$ cat src/hdl/asc_pkg.sv
// Package for the advertising signature classifier.
// Holds the class codes, the signature constants and the request record
// that the front part hands to the back part. Depends on nothing.
package asc_pkg;

	// Class codes delivered on the result channel.
	localparam logic [3:0] CLS_NONE       = 4'd0;
	localparam logic [3:0] CLS_CO_SUB02   = 4'd1;
	localparam logic [3:0] CLS_CO_SUB07   = 4'd2;
	localparam logic [3:0] CLS_CO_SUB0F   = 4'd3;
	localparam logic [3:0] CLS_CO_SUB12   = 4'd4;
	localparam logic [3:0] CLS_CO_OTHER   = 4'd5;
	localparam logic [3:0] CLS_CO06_PAT   = 4'd6;
	localparam logic [3:0] CLS_CO75       = 4'd7;
	localparam logic [3:0] CLS_SVC_FE2C   = 4'd8;
	localparam logic [3:0] CLS_SVC_ALT    = 4'd9;

	// Structure types and signatures.
	localparam logic [7:0]  AD_TYPE_MFG   = 8'hFF;
	localparam logic [7:0]  AD_TYPE_SVC   = 8'h16;
	localparam logic [15:0] CID_4C        = 16'h004C;
	localparam logic [15:0] CID_06        = 16'h0006;
	localparam logic [15:0] CID_75        = 16'h0075;
	localparam logic [7:0]  SUB_02        = 8'h02;
	localparam logic [7:0]  SUB_07        = 8'h07;
	localparam logic [7:0]  SUB_0F        = 8'h0F;
	localparam logic [7:0]  SUB_12        = 8'h12;
	localparam logic [7:0]  PAT06_B0      = 8'h03;
	localparam logic [7:0]  PAT06_B1      = 8'h00;
	localparam logic [7:0]  PAT06_B2      = 8'h80;
	localparam logic [15:0] UUID_FE2C     = 16'hFE2C;
	localparam logic [15:0] UUID_FEED     = 16'hFEED;
	localparam logic [15:0] UUID_FD84     = 16'hFD84;

	localparam int MFG_HEAD_LEN = 5;
	localparam int SVC_HEAD_LEN = 2;

	// Queue between front and back.
	localparam int QUEUE_DEPTH = 2;

	// Everything the back part needs to classify one advertisement.
	typedef struct packed {
		logic                             mfg_valid; // complete, payload at least 4
		logic                             mfg_long;  // payload at least 5
		logic [MFG_HEAD_LEN-1:0][7:0]     mfg_head;
		logic                             svc_valid; // complete, payload at least 2
		logic [SVC_HEAD_LEN-1:0][7:0]     svc_head;
	} asc_req_t;

	typedef struct packed {
		logic full;
		logic empty;
	} asc_qstat_t;

endpackage

$ cat src/hdl/adv_signature_classifier.sv
// Top level of the advertising signature classifier.
// Ties together asc_front, asc_queue and asc_back; depends on asc_pkg.
//
//   Channel  | Direction | Handshake                 | Payload
//   ---------+-----------+---------------------------+---------------------
//   adv      | in        | adv_valid / adv_ready     | adv_byte, is_last
//   class    | out       | class_valid / class_ready | class_code
//
// One payload byte is accepted per cycle while the queue is not full. The
// front part walks the structures and, on the byte flagged is_last, pushes a
// classification request into a two-entry queue; the back part classifies
// the request at the queue head and loads the code into the output register.
// After reset the pointers, counts and flags are clear and the next byte
// starts a new advertisement.
// The byte stream stalls only when the queue is full, which happens only when
// two requests wait in the queue behind a code that the result side has not
// yet taken from the output register.
module adv_signature_classifier
	import asc_pkg::*;
#(
	parameter int MAX_PAYLOAD_BYTES = 255
) (
	input  logic       clk,
	input  logic       arst_n,
	input  logic       adv_valid,
	output logic       adv_ready,
	input  logic [7:0] adv_byte,
	input  logic       is_last,
	output logic       class_valid,
	input  logic       class_ready,
	output logic [3:0] class_code
);

	asc_req_t   wr_req, rd_req;
	asc_qstat_t qstat;
	logic       take, push, pop;

	// The front never waits on anything but queue space.
	assign adv_ready = !qstat.full;
	assign take      = adv_valid && adv_ready;

	asc_front #(
		.MAX_PAYLOAD_BYTES(MAX_PAYLOAD_BYTES)
	) u_front (
		.clk      (clk),
		.arst_n   (arst_n),
		.take     (take),
		.adv_byte (adv_byte),
		.is_last  (is_last),
		.push     (push),
		.req      (wr_req)
	);

	asc_queue u_queue (
		.clk    (clk),
		.arst_n (arst_n),
		.push   (push),
		.wr_req (wr_req),
		.pop    (pop),
		.rd_req (rd_req),
		.stat   (qstat)
	);

	asc_back u_back (
		.clk         (clk),
		.arst_n      (arst_n),
		.qstat       (qstat),
		.req         (rd_req),
		.pop         (pop),
		.class_valid (class_valid),
		.class_ready (class_ready),
		.class_code  (class_code)
	);

	// A delivered code is always one of the defined classes.
	a_code_range: assert property (@(posedge clk) disable iff (!arst_n)
		class_valid |-> (class_code <= CLS_SVC_ALT))
		else $error("class code out of range");

	// The front must never push a request into a full queue.
	a_no_overflow: assert property (@(posedge clk) disable iff (!arst_n)
		push |-> !qstat.full)
		else $error("request pushed into full queue");

	// A request pushed without a pop leaves the queue non-empty.
	a_push_lands: assert property (@(posedge clk) disable iff (!arst_n)
		(push && !pop) |=> !qstat.empty)
		else $error("pushed request lost");

	// The back pops only when it can load its output register.
	a_pop_room: assert property (@(posedge clk) disable iff (!arst_n)
		pop |-> (!class_valid || class_ready))
		else $error("pop while output register blocked");

endmodule

$ cat src/hdl/asc_front.sv
// Front part of the advertising signature classifier: walks the structures
// byte by byte and captures the heads of the first matching structures.
// Depends on asc_pkg.
module asc_front
	import asc_pkg::*;
#(
	parameter int MAX_PAYLOAD_BYTES = 255
) (
	input  logic       clk,
	input  logic       arst_n,
	input  logic       take,       // byte accepted this cycle
	input  logic [7:0] adv_byte,
	input  logic       is_last,
	output logic       push,       // request for the queue
	output asc_req_t   req
);

	localparam logic [8:0] MAX9 = 9'(MAX_PAYLOAD_BYTES);

	logic [7:0] pos_q, nhp_q, len_q, mfg_len_q, svc_len_q;
	logic       stopped_q, cap_mfg_q, cap_svc_q, mfg_found_q, svc_found_q;
	logic [MFG_HEAD_LEN-1:0][7:0] mfg_head_q;
	logic [SVC_HEAD_LEN-1:0][7:0] svc_head_q;

	logic [7:0] pos_n, nhp_n, len_n, mfg_len_n, svc_len_n;
	logic       stopped_n, cap_mfg_n, cap_svc_n, mfg_found_n, svc_found_n;
	logic [MFG_HEAD_LEN-1:0][7:0] mfg_head_n;
	logic [SVC_HEAD_LEN-1:0][7:0] svc_head_n;

	logic [8:0] hdr_sum;
	logic [7:0] type_pos;
	logic [7:0] k;
	logic       in_range;
	logic       mfg_ok, svc_ok;

	always_comb begin
		pos_n       = pos_q;
		nhp_n       = nhp_q;
		len_n       = len_q;
		mfg_len_n   = mfg_len_q;
		svc_len_n   = svc_len_q;
		stopped_n   = stopped_q;
		cap_mfg_n   = cap_mfg_q;
		cap_svc_n   = cap_svc_q;
		mfg_found_n = mfg_found_q;
		svc_found_n = svc_found_q;
		mfg_head_n  = mfg_head_q;
		svc_head_n  = svc_head_q;

		in_range = ({1'b0, pos_q} < MAX9);
		hdr_sum  = {1'b0, pos_q} + 9'd1 + {1'b0, adv_byte};
		type_pos = nhp_q - len_q;
		k        = pos_q - type_pos - 8'd1;

		if (in_range) begin
			pos_n = pos_q + 8'd1;
			if (!stopped_q) begin
				if (pos_q == nhp_q) begin
					cap_mfg_n = 1'b0;
					cap_svc_n = 1'b0;
					if (adv_byte == 8'd0 || hdr_sum > MAX9) begin
						stopped_n = 1'b1;
					end else begin
						len_n = adv_byte;
						nhp_n = hdr_sum[7:0];
					end
				end else if (pos_q == type_pos) begin
					if (adv_byte == AD_TYPE_MFG && !mfg_found_q) begin
						mfg_found_n = 1'b1;
						cap_mfg_n   = 1'b1;
						mfg_len_n   = len_q - 8'd1;
					end else if (adv_byte == AD_TYPE_SVC && !svc_found_q) begin
						svc_found_n = 1'b1;
						cap_svc_n   = 1'b1;
						svc_len_n   = len_q - 8'd1;
					end
				end else begin
					if (cap_mfg_q && k < 8'(MFG_HEAD_LEN))
						mfg_head_n[k[2:0]] = adv_byte;
					if (cap_svc_q && k < 8'(SVC_HEAD_LEN))
						svc_head_n[k[0]] = adv_byte;
				end
			end
		end

		// A captured structure counts only once its last byte has arrived.
		mfg_ok = mfg_found_n && (!cap_mfg_n || nhp_n <= pos_n);
		svc_ok = svc_found_n && (!cap_svc_n || nhp_n <= pos_n);

		req.mfg_valid = mfg_ok && (mfg_len_n >= 8'd4);
		req.mfg_long  = (mfg_len_n >= 8'd5);
		req.mfg_head  = mfg_head_n;
		req.svc_valid = svc_ok && (svc_len_n >= 8'd2);
		req.svc_head  = svc_head_n;
	end

	assign push = take && is_last;

	always_ff @(posedge clk or negedge arst_n) begin
		if (!arst_n) begin
			pos_q       <= '0;
			nhp_q       <= '0;
			len_q       <= '0;
			mfg_len_q   <= '0;
			svc_len_q   <= '0;
			stopped_q   <= 1'b0;
			cap_mfg_q   <= 1'b0;
			cap_svc_q   <= 1'b0;
			mfg_found_q <= 1'b0;
			svc_found_q <= 1'b0;
			mfg_head_q  <= '0;
			svc_head_q  <= '0;
		end else if (take) begin
			if (is_last) begin
				pos_q       <= '0;
				nhp_q       <= '0;
				len_q       <= '0;
				mfg_len_q   <= '0;
				svc_len_q   <= '0;
				stopped_q   <= 1'b0;
				cap_mfg_q   <= 1'b0;
				cap_svc_q   <= 1'b0;
				mfg_found_q <= 1'b0;
				svc_found_q <= 1'b0;
				mfg_head_q  <= '0;
				svc_head_q  <= '0;
			end else begin
				pos_q       <= pos_n;
				nhp_q       <= nhp_n;
				len_q       <= len_n;
				mfg_len_q   <= mfg_len_n;
				svc_len_q   <= svc_len_n;
				stopped_q   <= stopped_n;
				cap_mfg_q   <= cap_mfg_n;
				cap_svc_q   <= cap_svc_n;
				mfg_found_q <= mfg_found_n;
				svc_found_q <= svc_found_n;
				mfg_head_q  <= mfg_head_n;
				svc_head_q  <= svc_head_n;
			end
		end
	end

endmodule

$ cat src/hdl/asc_queue.sv
// Short request queue between the front and back parts of the classifier.
// Depends on asc_pkg.
module asc_queue
	import asc_pkg::*;
(
	input  logic       clk,
	input  logic       arst_n,
	input  logic       push,
	input  asc_req_t   wr_req,
	input  logic       pop,
	output asc_req_t   rd_req,
	output asc_qstat_t stat
);

	localparam int PTR_W = (QUEUE_DEPTH > 1) ? $clog2(QUEUE_DEPTH) : 1;
	localparam int CNT_W = $clog2(QUEUE_DEPTH + 1);

	asc_req_t             slot_q [QUEUE_DEPTH];
	logic [PTR_W-1:0]     wr_ptr_q, rd_ptr_q;
	logic [CNT_W-1:0]     count_q;

	function automatic logic [PTR_W-1:0] ptr_inc(input logic [PTR_W-1:0] p);
		if (p == PTR_W'(QUEUE_DEPTH - 1))
			return '0;
		return p + PTR_W'(1);
	endfunction

	assign stat.full  = (count_q == CNT_W'(QUEUE_DEPTH));
	assign stat.empty = (count_q == '0);
	assign rd_req     = slot_q[rd_ptr_q];

	always_ff @(posedge clk) begin
		if (push)
			slot_q[wr_ptr_q] <= wr_req;
	end

	always_ff @(posedge clk or negedge arst_n) begin
		if (!arst_n) begin
			wr_ptr_q <= '0;
			rd_ptr_q <= '0;
			count_q  <= '0;
		end else begin
			if (push)
				wr_ptr_q <= ptr_inc(wr_ptr_q);
			if (pop)
				rd_ptr_q <= ptr_inc(rd_ptr_q);
			if (push && !pop)
				count_q <= count_q + CNT_W'(1);
			else if (pop && !push)
				count_q <= count_q - CNT_W'(1);
		end
	end

endmodule

$ cat src/hdl/asc_back.sv
// Back part of the classifier: turns a captured request into a class code
// and holds it in the output register. Depends on asc_pkg.
module asc_back
	import asc_pkg::*;
(
	input  logic       clk,
	input  logic       arst_n,
	input  asc_qstat_t qstat,
	input  asc_req_t   req,
	output logic       pop,
	output logic       class_valid,
	input  logic       class_ready,
	output logic [3:0] class_code
);

	logic       valid_q;
	logic [3:0] code_q;
	logic [3:0] code_d;
	logic [15:0] cid, uuid;

	always_comb begin
		cid    = {req.mfg_head[1], req.mfg_head[0]};
		uuid   = {req.svc_head[1], req.svc_head[0]};
		code_d = CLS_NONE;
		if (req.mfg_valid && cid == CID_4C) begin
			case (req.mfg_head[2])
				SUB_02:  code_d = CLS_CO_SUB02;
				SUB_07:  code_d = CLS_CO_SUB07;
				SUB_0F:  code_d = CLS_CO_SUB0F;
				SUB_12:  code_d = CLS_CO_SUB12;
				default: code_d = CLS_CO_OTHER;
			endcase
		end else if (req.mfg_valid && cid == CID_06 && req.mfg_long &&
				req.mfg_head[2] == PAT06_B0 && req.mfg_head[3] == PAT06_B1 &&
				req.mfg_head[4] == PAT06_B2) begin
			code_d = CLS_CO06_PAT;
		end else if (req.mfg_valid && cid == CID_75) begin
			code_d = CLS_CO75;
		end else if (req.svc_valid && uuid == UUID_FE2C) begin
			code_d = CLS_SVC_FE2C;
		end else if (req.svc_valid && (uuid == UUID_FEED || uuid == UUID_FD84)) begin
			code_d = CLS_SVC_ALT;
		end
	end

	assign pop         = !qstat.empty && (!valid_q || class_ready);
	assign class_valid = valid_q;
	assign class_code  = code_q;

	always_ff @(posedge clk or negedge arst_n) begin
		if (!arst_n) begin
			valid_q <= 1'b0;
		end else if (pop) begin
			valid_q <= 1'b1;
		end else if (class_ready) begin
			valid_q <= 1'b0;
		end
	end

	always_ff @(posedge clk) begin
		if (pop)
			code_q <= code_d;
	end

endmodule
$ cat config.mk
export PLATFORM = sky130hd
export DESIGN_NAME = adv_signature_classifier
export DESIGN_NICKNAME = d
export VERILOG_FILES = /design/src/hdl/asc_pkg.sv /design/src/hdl/adv_signature_classifier.sv /design/src/hdl/asc_front.sv /design/src/hdl/asc_queue.sv /design/src/hdl/asc_back.sv
export SDC_FILE = /design/constraint.sdc
export NUM_CORES = 1
export LEC_CHECK = 0
export BUFFER_PORTS_ARGS = -buffer_cell sky130_fd_sc_hd__buf_2
export CAP_MARGIN = 25
export CORE_MARGIN = 1
export CORE_UTILIZATION = 48
export DETAILED_ROUTE_END_ITERATION = 12
export PLACE_DENSITY_LB_ADDON = 0.12
export SLEW_MARGIN = 20
export SYNTH_ARGS = -nofsm -noshare
export SYNTH_HDL_FRONTEND = slang
export SYNTH_SLANG_ARGS = --single-unit
$ cat constraint.sdc
create_clock -name clk -period 10.8 [get_ports clk]
set_input_delay 0.54 -clock clk [delete_from_list [all_inputs] [get_ports clk]]
set_output_delay 0.54 -clock clk [all_outputs]
set_load 0.05 [all_outputs]
**Yosys cells after proc, flatten, opt, wreduce, memory -nomap -nowiden**

Memories as Yosys holds them, arrays and structs flattened.
Index checks and enable logic that the tools add are counted.

- Bits in registers: 110
- RAM bits: 118
- Input bits: 13
- Output and inout port bits: 6
- Logic and storage cells: 206
- Memories: 1

- Add/sub/neg operators: 11
- Order comparisons: 12
- Eq/ne operators: 19
- Muxes and demuxes: 94
- Reductions and logical operators: 47

Memories:

| memory | depth | width | read ports | clocked after memory_dff | wr ports | RTL line | text |
|---|---|---|---|---|---|---|---|
| u_queue.slot_q | 2 | 59 | 1 | 0 | 1 | asc_queue.sv:18 | `asc_req_t slot_q [QUEUE_DEPTH];` |

Operator list:

| cell | number |
|---|---|
| 2-to-1 mux 40 bit | 6 |
| 2-to-1 mux 8 bit | 27 |
| 2-to-1 mux 16 bit | 6 |
| == test 16 bit, second input constant | 3 |
| 2-to-1 mux 1 bit | 43 |
| bitwise mux 40 bit | 1 |
| == test 16 x 7 -> 1 bit, second input constant | 2 |
| demux 8 bit (select 3 bit) | 1 |
| logical AND 1 bit | 24 |
| 2-to-1 mux 4 bit | 5 |
| bitwise mux 16 bit | 1 |
| == test 16 x 3 -> 1 bit, second input constant | 1 |
| == test 8 x 2 -> 1 bit, second input constant | 2 |
| == test 8 x 5 -> 1 bit, second input constant | 2 |
| == test 8 bit | 2 |
| == test 8 bit, second input constant | 2 |
| >= comparator 8 x 3 -> 1 bit, second input constant | 2 |
| logical NOT 8 bit | 2 |
| subtractor 8 x 1 -> 8 bit, second input constant | 2 |
| subtractor 8 bit | 2 |
| one-hot mux 3 bit (4 select lines) | 1 |
| adder 8 x 1 -> 9 bit, second input constant | 1 |
| adder 9 x 8 -> 9 bit | 1 |
| > comparator 9 x 8 -> 1 bit, second input constant | 1 |
| 25 further kinds | 43 |

**Longest topological paths before layout**

- Word-level depth: 14
- Gate-level depth with buffers: 22
- Gate-level depth less buffers: 20

**Cells and area by module**

Synthesis repeated with hierarchy kept, for this count alone.

- Cell total of the unflattened synthesis: 1022
- Area, all modules: 12160.4 µm²

By module, submodules not included:

| module | times used | cells an instance | area an instance (µm²) | seq. area each (µm²) |
|---|---|---|---|---|
| asc_front | 1 | 756 | 6809.0 | 2502.4 |
| asc_queue | 1 | 200 | 4747.1 | 3643.5 |
| asc_back | 1 | 64 | 594.3 | 145.1 |
| adv_signature_classifier | 1 | 2 | 10.0 | 0.0 |

**Worst setup path before layout**

No wires, ideal clock.

- Path kind: reg2reg
- From: register u_front.nhp_q[0]
- To: memory u_queue.slot_q[0][31] (netlist bit), data pin
- Library setup time: 0.266 ns
- Data arrival time: 4.298 ns
- Required time: 10.534 ns
- Path slack: 6.236 ns
- Cell stages (with the launch flop): 19
- Buffers on the path: 2
- Period minus slack after synthesis: 4.564 ns
- Cell sequence: dfrtp_1 -> inv_1 -> ha_1 -> inv_1 -> fa_1 -> a21o_1 -> a21oi_1 -> o21bai_1 -> a21oi_1 -> xor2_1 -> ha_1 -> a211o_1 -> a221o_1 -> or4_4 -> buf_6 -> nor3_2 -> nor3b_4 -> buf_2 -> mux2_1

RTL lines:

| element | RTL line | text |
|---|---|---|
| from (decl) | asc_front.sv:20 | `logic [7:0] pos_q, nhp_q, len_q, mfg_len_q, svc_len_q;` |
| from (signal assigned) | asc_front.sv:129 | `nhp_q <= nhp_n;` |
| to (decl) | asc_queue.sv:18 |  |

==> results.md <==
Timing:
- For the pin with the worst max-slew slack, the measured transition is 1068 ps.
- Measured against its own limit, the worst slew margin works out to 0.2866.
- Setup repair after global routing left no endpoint under its margin.
- The number of max-slew violations in the final report was 0.
- The number of setup violations in the final report is 0.
- The highest achievable clock rate is 191.9 MHz.
- Once routing completed, OpenROAD measured the worst setup slack at 5588 ps.
- In the finished design, the share of the clock period the worst path needs comes to 0.4826.
- For the final routed database, the setup TNS stands at 0 ps.
- The minimum clock period after layout is 5212 ps.
- The worst clock skew is 19.66 ps.
- The count of endpoints failing hold in the final timing report came to 0.

Worst setup path:
- In this run the worst path has a maximum fanout of 26.
- The category of the worst setup path launch point is a register.
- Among all stages on the critical path, the largest delay is contributed by or4_1.
- The critical path is of the reg -> reg type.
- The critical path capture point type is a register.
- The beginning of the worst register-to-register path is u_front.len_q[0].
- The worst flop-to-flop path endpoint is u_queue.slot_q[1][53].
- The number of cells on the worst reg-to-reg path is 14.
- The arrival time of data at the critical path endpoint is 5480 ps.
- The endpoint required time on the critical path is 11070 ps.
- Traced cell by cell, the critical path runs through ha_1 -> inv_1 -> fa_1 -> a21o_1 -> a21oi_1 -> o21bai_1 -> a21oi_1 -> xor2_1 -> ha_1 -> a211o_1 -> a221o_1 -> or4_4 -> or4_1 -> mux2_4.
- The largest stage delay on the critical path is 990 ps.
- The reg2reg setup slack is 5590 ps.

Synthesis:
- Synthesis inferred 227 register bits.
- When the netlist entered floorplanning its net count stood at 1056.
- Summing every instance area after synthesis gives 11850 µm².
- The commonest register cell after synthesis is edfxtp_1.
- The fraction of synthesis flops using an asynchronous set or reset pin is 0.4626.
- The number of enable flip-flop cells after synthesis is 122.
- The cell type contributing the most total cell area after synthesis is edfxtp_1.
- The fraction of synthesized cell area taken by the top area cell type is 0.3093.
- The mean instance size in the synthesized netlist is 11.78 µm².
- The number of distinct library cells after synthesis is 73.
- The register area share after synthesis is 0.5311.
- Ranked by total cell area, the synthesized netlist is headed by edfxtp_1 31%, dfrtp_1 22%, a221o_1 4.6%, nor3b_1 3.9%, ha_1 3.6%.
- Yosys printed 0 warnings.
- Synthesis handed over a netlist of 1006 instances.

Global route:
- The total global routing track utilization is 0.2260.
- The via count of the first global-routing pass is 8003.
- The global route total overflow is 0.
- The global-route wire length before repair is 45040 µm.
- The number of antenna violations at the first check in global routing came to 0.
- The largest net degree at the start of global routing is 78.

Drt:
- The DRC violations left is 0.
- The count of TritonRoute iterations in the first routing pass is 5.
- The count of nets left with antenna violations once routing finished came out at 0.
- The total number of vias is 8103.
- The final routed wirelength across all metal layers is 28130 µm.
- In the final routed layout, each cell accounts on average for 20.88 µm.
- The via count normalized by instance count is 6.016.
- The starting DRC count in detailed routing is 590.

CTS:
- After clock tree synthesis, the setup repair step added 0 buffers.
- The clock insertion delay at the later pin of the skew report is 540 ps.
- The clock transition at the registers of the reported paths is 60 ps.
- The number of levels the H-tree was split into is 1.
- Counting every sink on the clock net gives 227.
- The number of buffers between clock root and the deepest sink is 3.
- The count of cells resized by post-cts repair is 0.
- Clock tree synthesis selected as its root buffer the cell clkbuf_16.
- Buffers inserted to repair hold after CTS numbered 1.
- Clock tree synthesis inserted a total of 26 buffers.
- The CTS tree is done.

Hold path:
- The launch point of the worst hold path is class_ready.
- The worst hold path endpoint is u_back.class_valid.
- The hold path depth is 3.
- The path class of the tightest hold or removal check is in -> reg.

Placement:
- The half-perimeter wire length after detailed placement is 18160 µm.
- The global placement routability congestion is 0.9073.
- Port buffering added 18 buffers.
- The worst slack at placement is 5598 ps.
- The number of placed instances, taps included, is 1295.

Floorplan:
- The number of primary I/O pins is 19.
- The placeable core area is 24250 µm².
- The die is 159.1 µm tall.
- The initial utilization of the core area, before any placement, comes to 0.4885.
- The floorplan step defined a die boundary enclosing 25310 µm².
- In this run the horizontal extent of the chip is 159.1 µm.
- The floorplan has 57 rows.

Finish:
- Counting the fill cells in the layout gives 2106.
- The most common library cell in the layout ignoring fill and taps is edfxtp_1.
- The area occupied by registers is 6291 µm².
- The share of cells above drive strength 1 is 0.1350.
- Compared with the post-synthesis result, the final layout area differs by 10.37%.
- After the last flow step, the layout net total stands at 1052.
- Summing all multi-input logic gate instances after layout gives 5152 µm².
- The top cell types in the final layout, fill and taps aside, are 122 x edfxtp_1, 105 x dfrtp_1, 73 x nand2_1, 61 x nor3b_1, 54 x a221o_1.
- The finished layout holds 1347 standard cells, fillers aside.

Run:
- The tool flagged a number of max-cap violations equal to 0.

Power and ir drop:
- The leakage component of the power is 5.062 nW.
- The power density of the placed cells is 265.3 nW/µm².
- The maximum vdd drop is 0.0002431 V.

Status:
- The flow ran to the end, and the final reports show no timing, DRC or antenna violations.
-- Yosys cell counts (7+ instances only) --
cell type,n
edfxtp_1,122
dfrtp_1,105
nand2_1,74
nor3b_1,61
a221o_1,54
nor2_1,47
clkbuf_1,46
o21ai_0,35
ha_1,34
a21oi_1,31
inv_1,29
mux2_2,28
nand3b_1,27
xnor2_1,27
nor3_1,25
mux2_1,15
nand3_1,14
nor4_1,14
o211ai_1,14
mux2_4,12
nand4_1,12
o22ai_1,10
a22oi_1,9
buf_2,9
o21a_1,9
xor2_1,9
nor2b_1,8
a31oi_1,7
buf_6,7
nand2b_1,7
-- logic make-up (layout without fill, tap and decap cells) --
group,Yosys count,in the layout,share of synthesized area
flops,227,227,0.5311
compound gates,214,214,0.1351
xor+xnor,37,37,0.02799
other cells,0,1,0
buf+inv,96,112,0.03612
simple gates,336,336,0.1693
mux,59,59,0.05946
fa+ha+maj,37,37,0.04098
-- per-layer routing --
metal	track usage	wire length, µm	up-vias	part of all wire
li1	-	-	3841	-
met1	0.3095	12680	4038	0.45
met2	0.3752	13450	172	0.48
met3	0.02761	1107	52	0.039
met4	0.07212	890	0	0.032
met5	0	0	-	0
-- cell type report --
class,instances,share of cell area
clock inverters,16,0.01321
inverters,29,0.008325
well taps,324,0.03100
multi-input cells,683,0.3941
flip-flops and latches,227,0.4811
clock buffers,32,0.05378
diodes,1,0.0001914
repair buffers,35,0.01828
-- flip-flops by register name (all words and copies together) (netlist names) --
register,count
u_front.mfg_found_q,1
u_front.pos_q,8
u_front.svc_len_q,7
u_front.cap_svc_q,1
u_front.stopped_q,1
u_queue.slot_q,118
u_queue.rd_ptr_q,1
u_back.class_valid,1
u_front.svc_head_q,16
u_front.mfg_len_q,8
u_front.len_q,8
u_back.class_code,4
u_queue.count_q,2
u_front.svc_found_q,1
u_queue.wr_ptr_q,1
u_front.mfg_head_q,40
u_front.nhp_q,8
u_front.cap_mfg_q,1
-- critical path: cells and delay by family, from the launching register on --
kind | cells | cell delay [ps]
DFF | 1 | 470
adders and majority gates | 3 | 940
muxes | 1 | 470
xor gates and xnor gates | 1 | 180
and+or+nand+nor | 2 | 1560
AOI/OAI and AO/OA | 6 | 1270
buffers and inverters | 1 | 60
-- worst max-delay path by stage --
stage / startpoint / endpoint / slack [ps] / cells past startpoint
after global placement: adv_byte[0] / u_queue.slot_q[0][58] / 5670 / 20
final: u_front.len_q[0] / u_queue.slot_q[1][53] / 5590 / 14
after global routing: u_front.len_q[0] / u_queue.slot_q[1][53] / 5370 / 14
after floorplan: u_front.nhp_q[0] / u_queue.slot_q[0][31] / 6240 / 18
after detailed placement: adv_byte[0] / u_queue.slot_q[0][58] / 5600 / 20
after CTS: u_front.len_q[0] / u_queue.slot_q[1][53] / 5620 / 14
-- where the power goes --
part           leakage (nW)  switching, mW  internal, mW  total [mW]
clock network         0.430          0.356         0.535       0.891
logic                  2.08          0.790         0.530        1.32
registers              2.55          0.138          1.12        1.26
total                  5.06           1.28          2.19        3.47
-- through the flow --
stage                     cell area (µm²)  hold WS (ps)    util  power, mW
after CTS                           13040         262.1  0.5377      3.485
after global routing                13070         303.6  0.5391      3.689
after detailed placement            12150         490.2  0.5012      2.584
final                               13080         286.0  0.5392      3.469
after floorplan                     11850         244.4       -      2.288
after global placement              12130         477.9  0.5004      2.562
No activity file was read; power rests on OpenSTA's default activity.
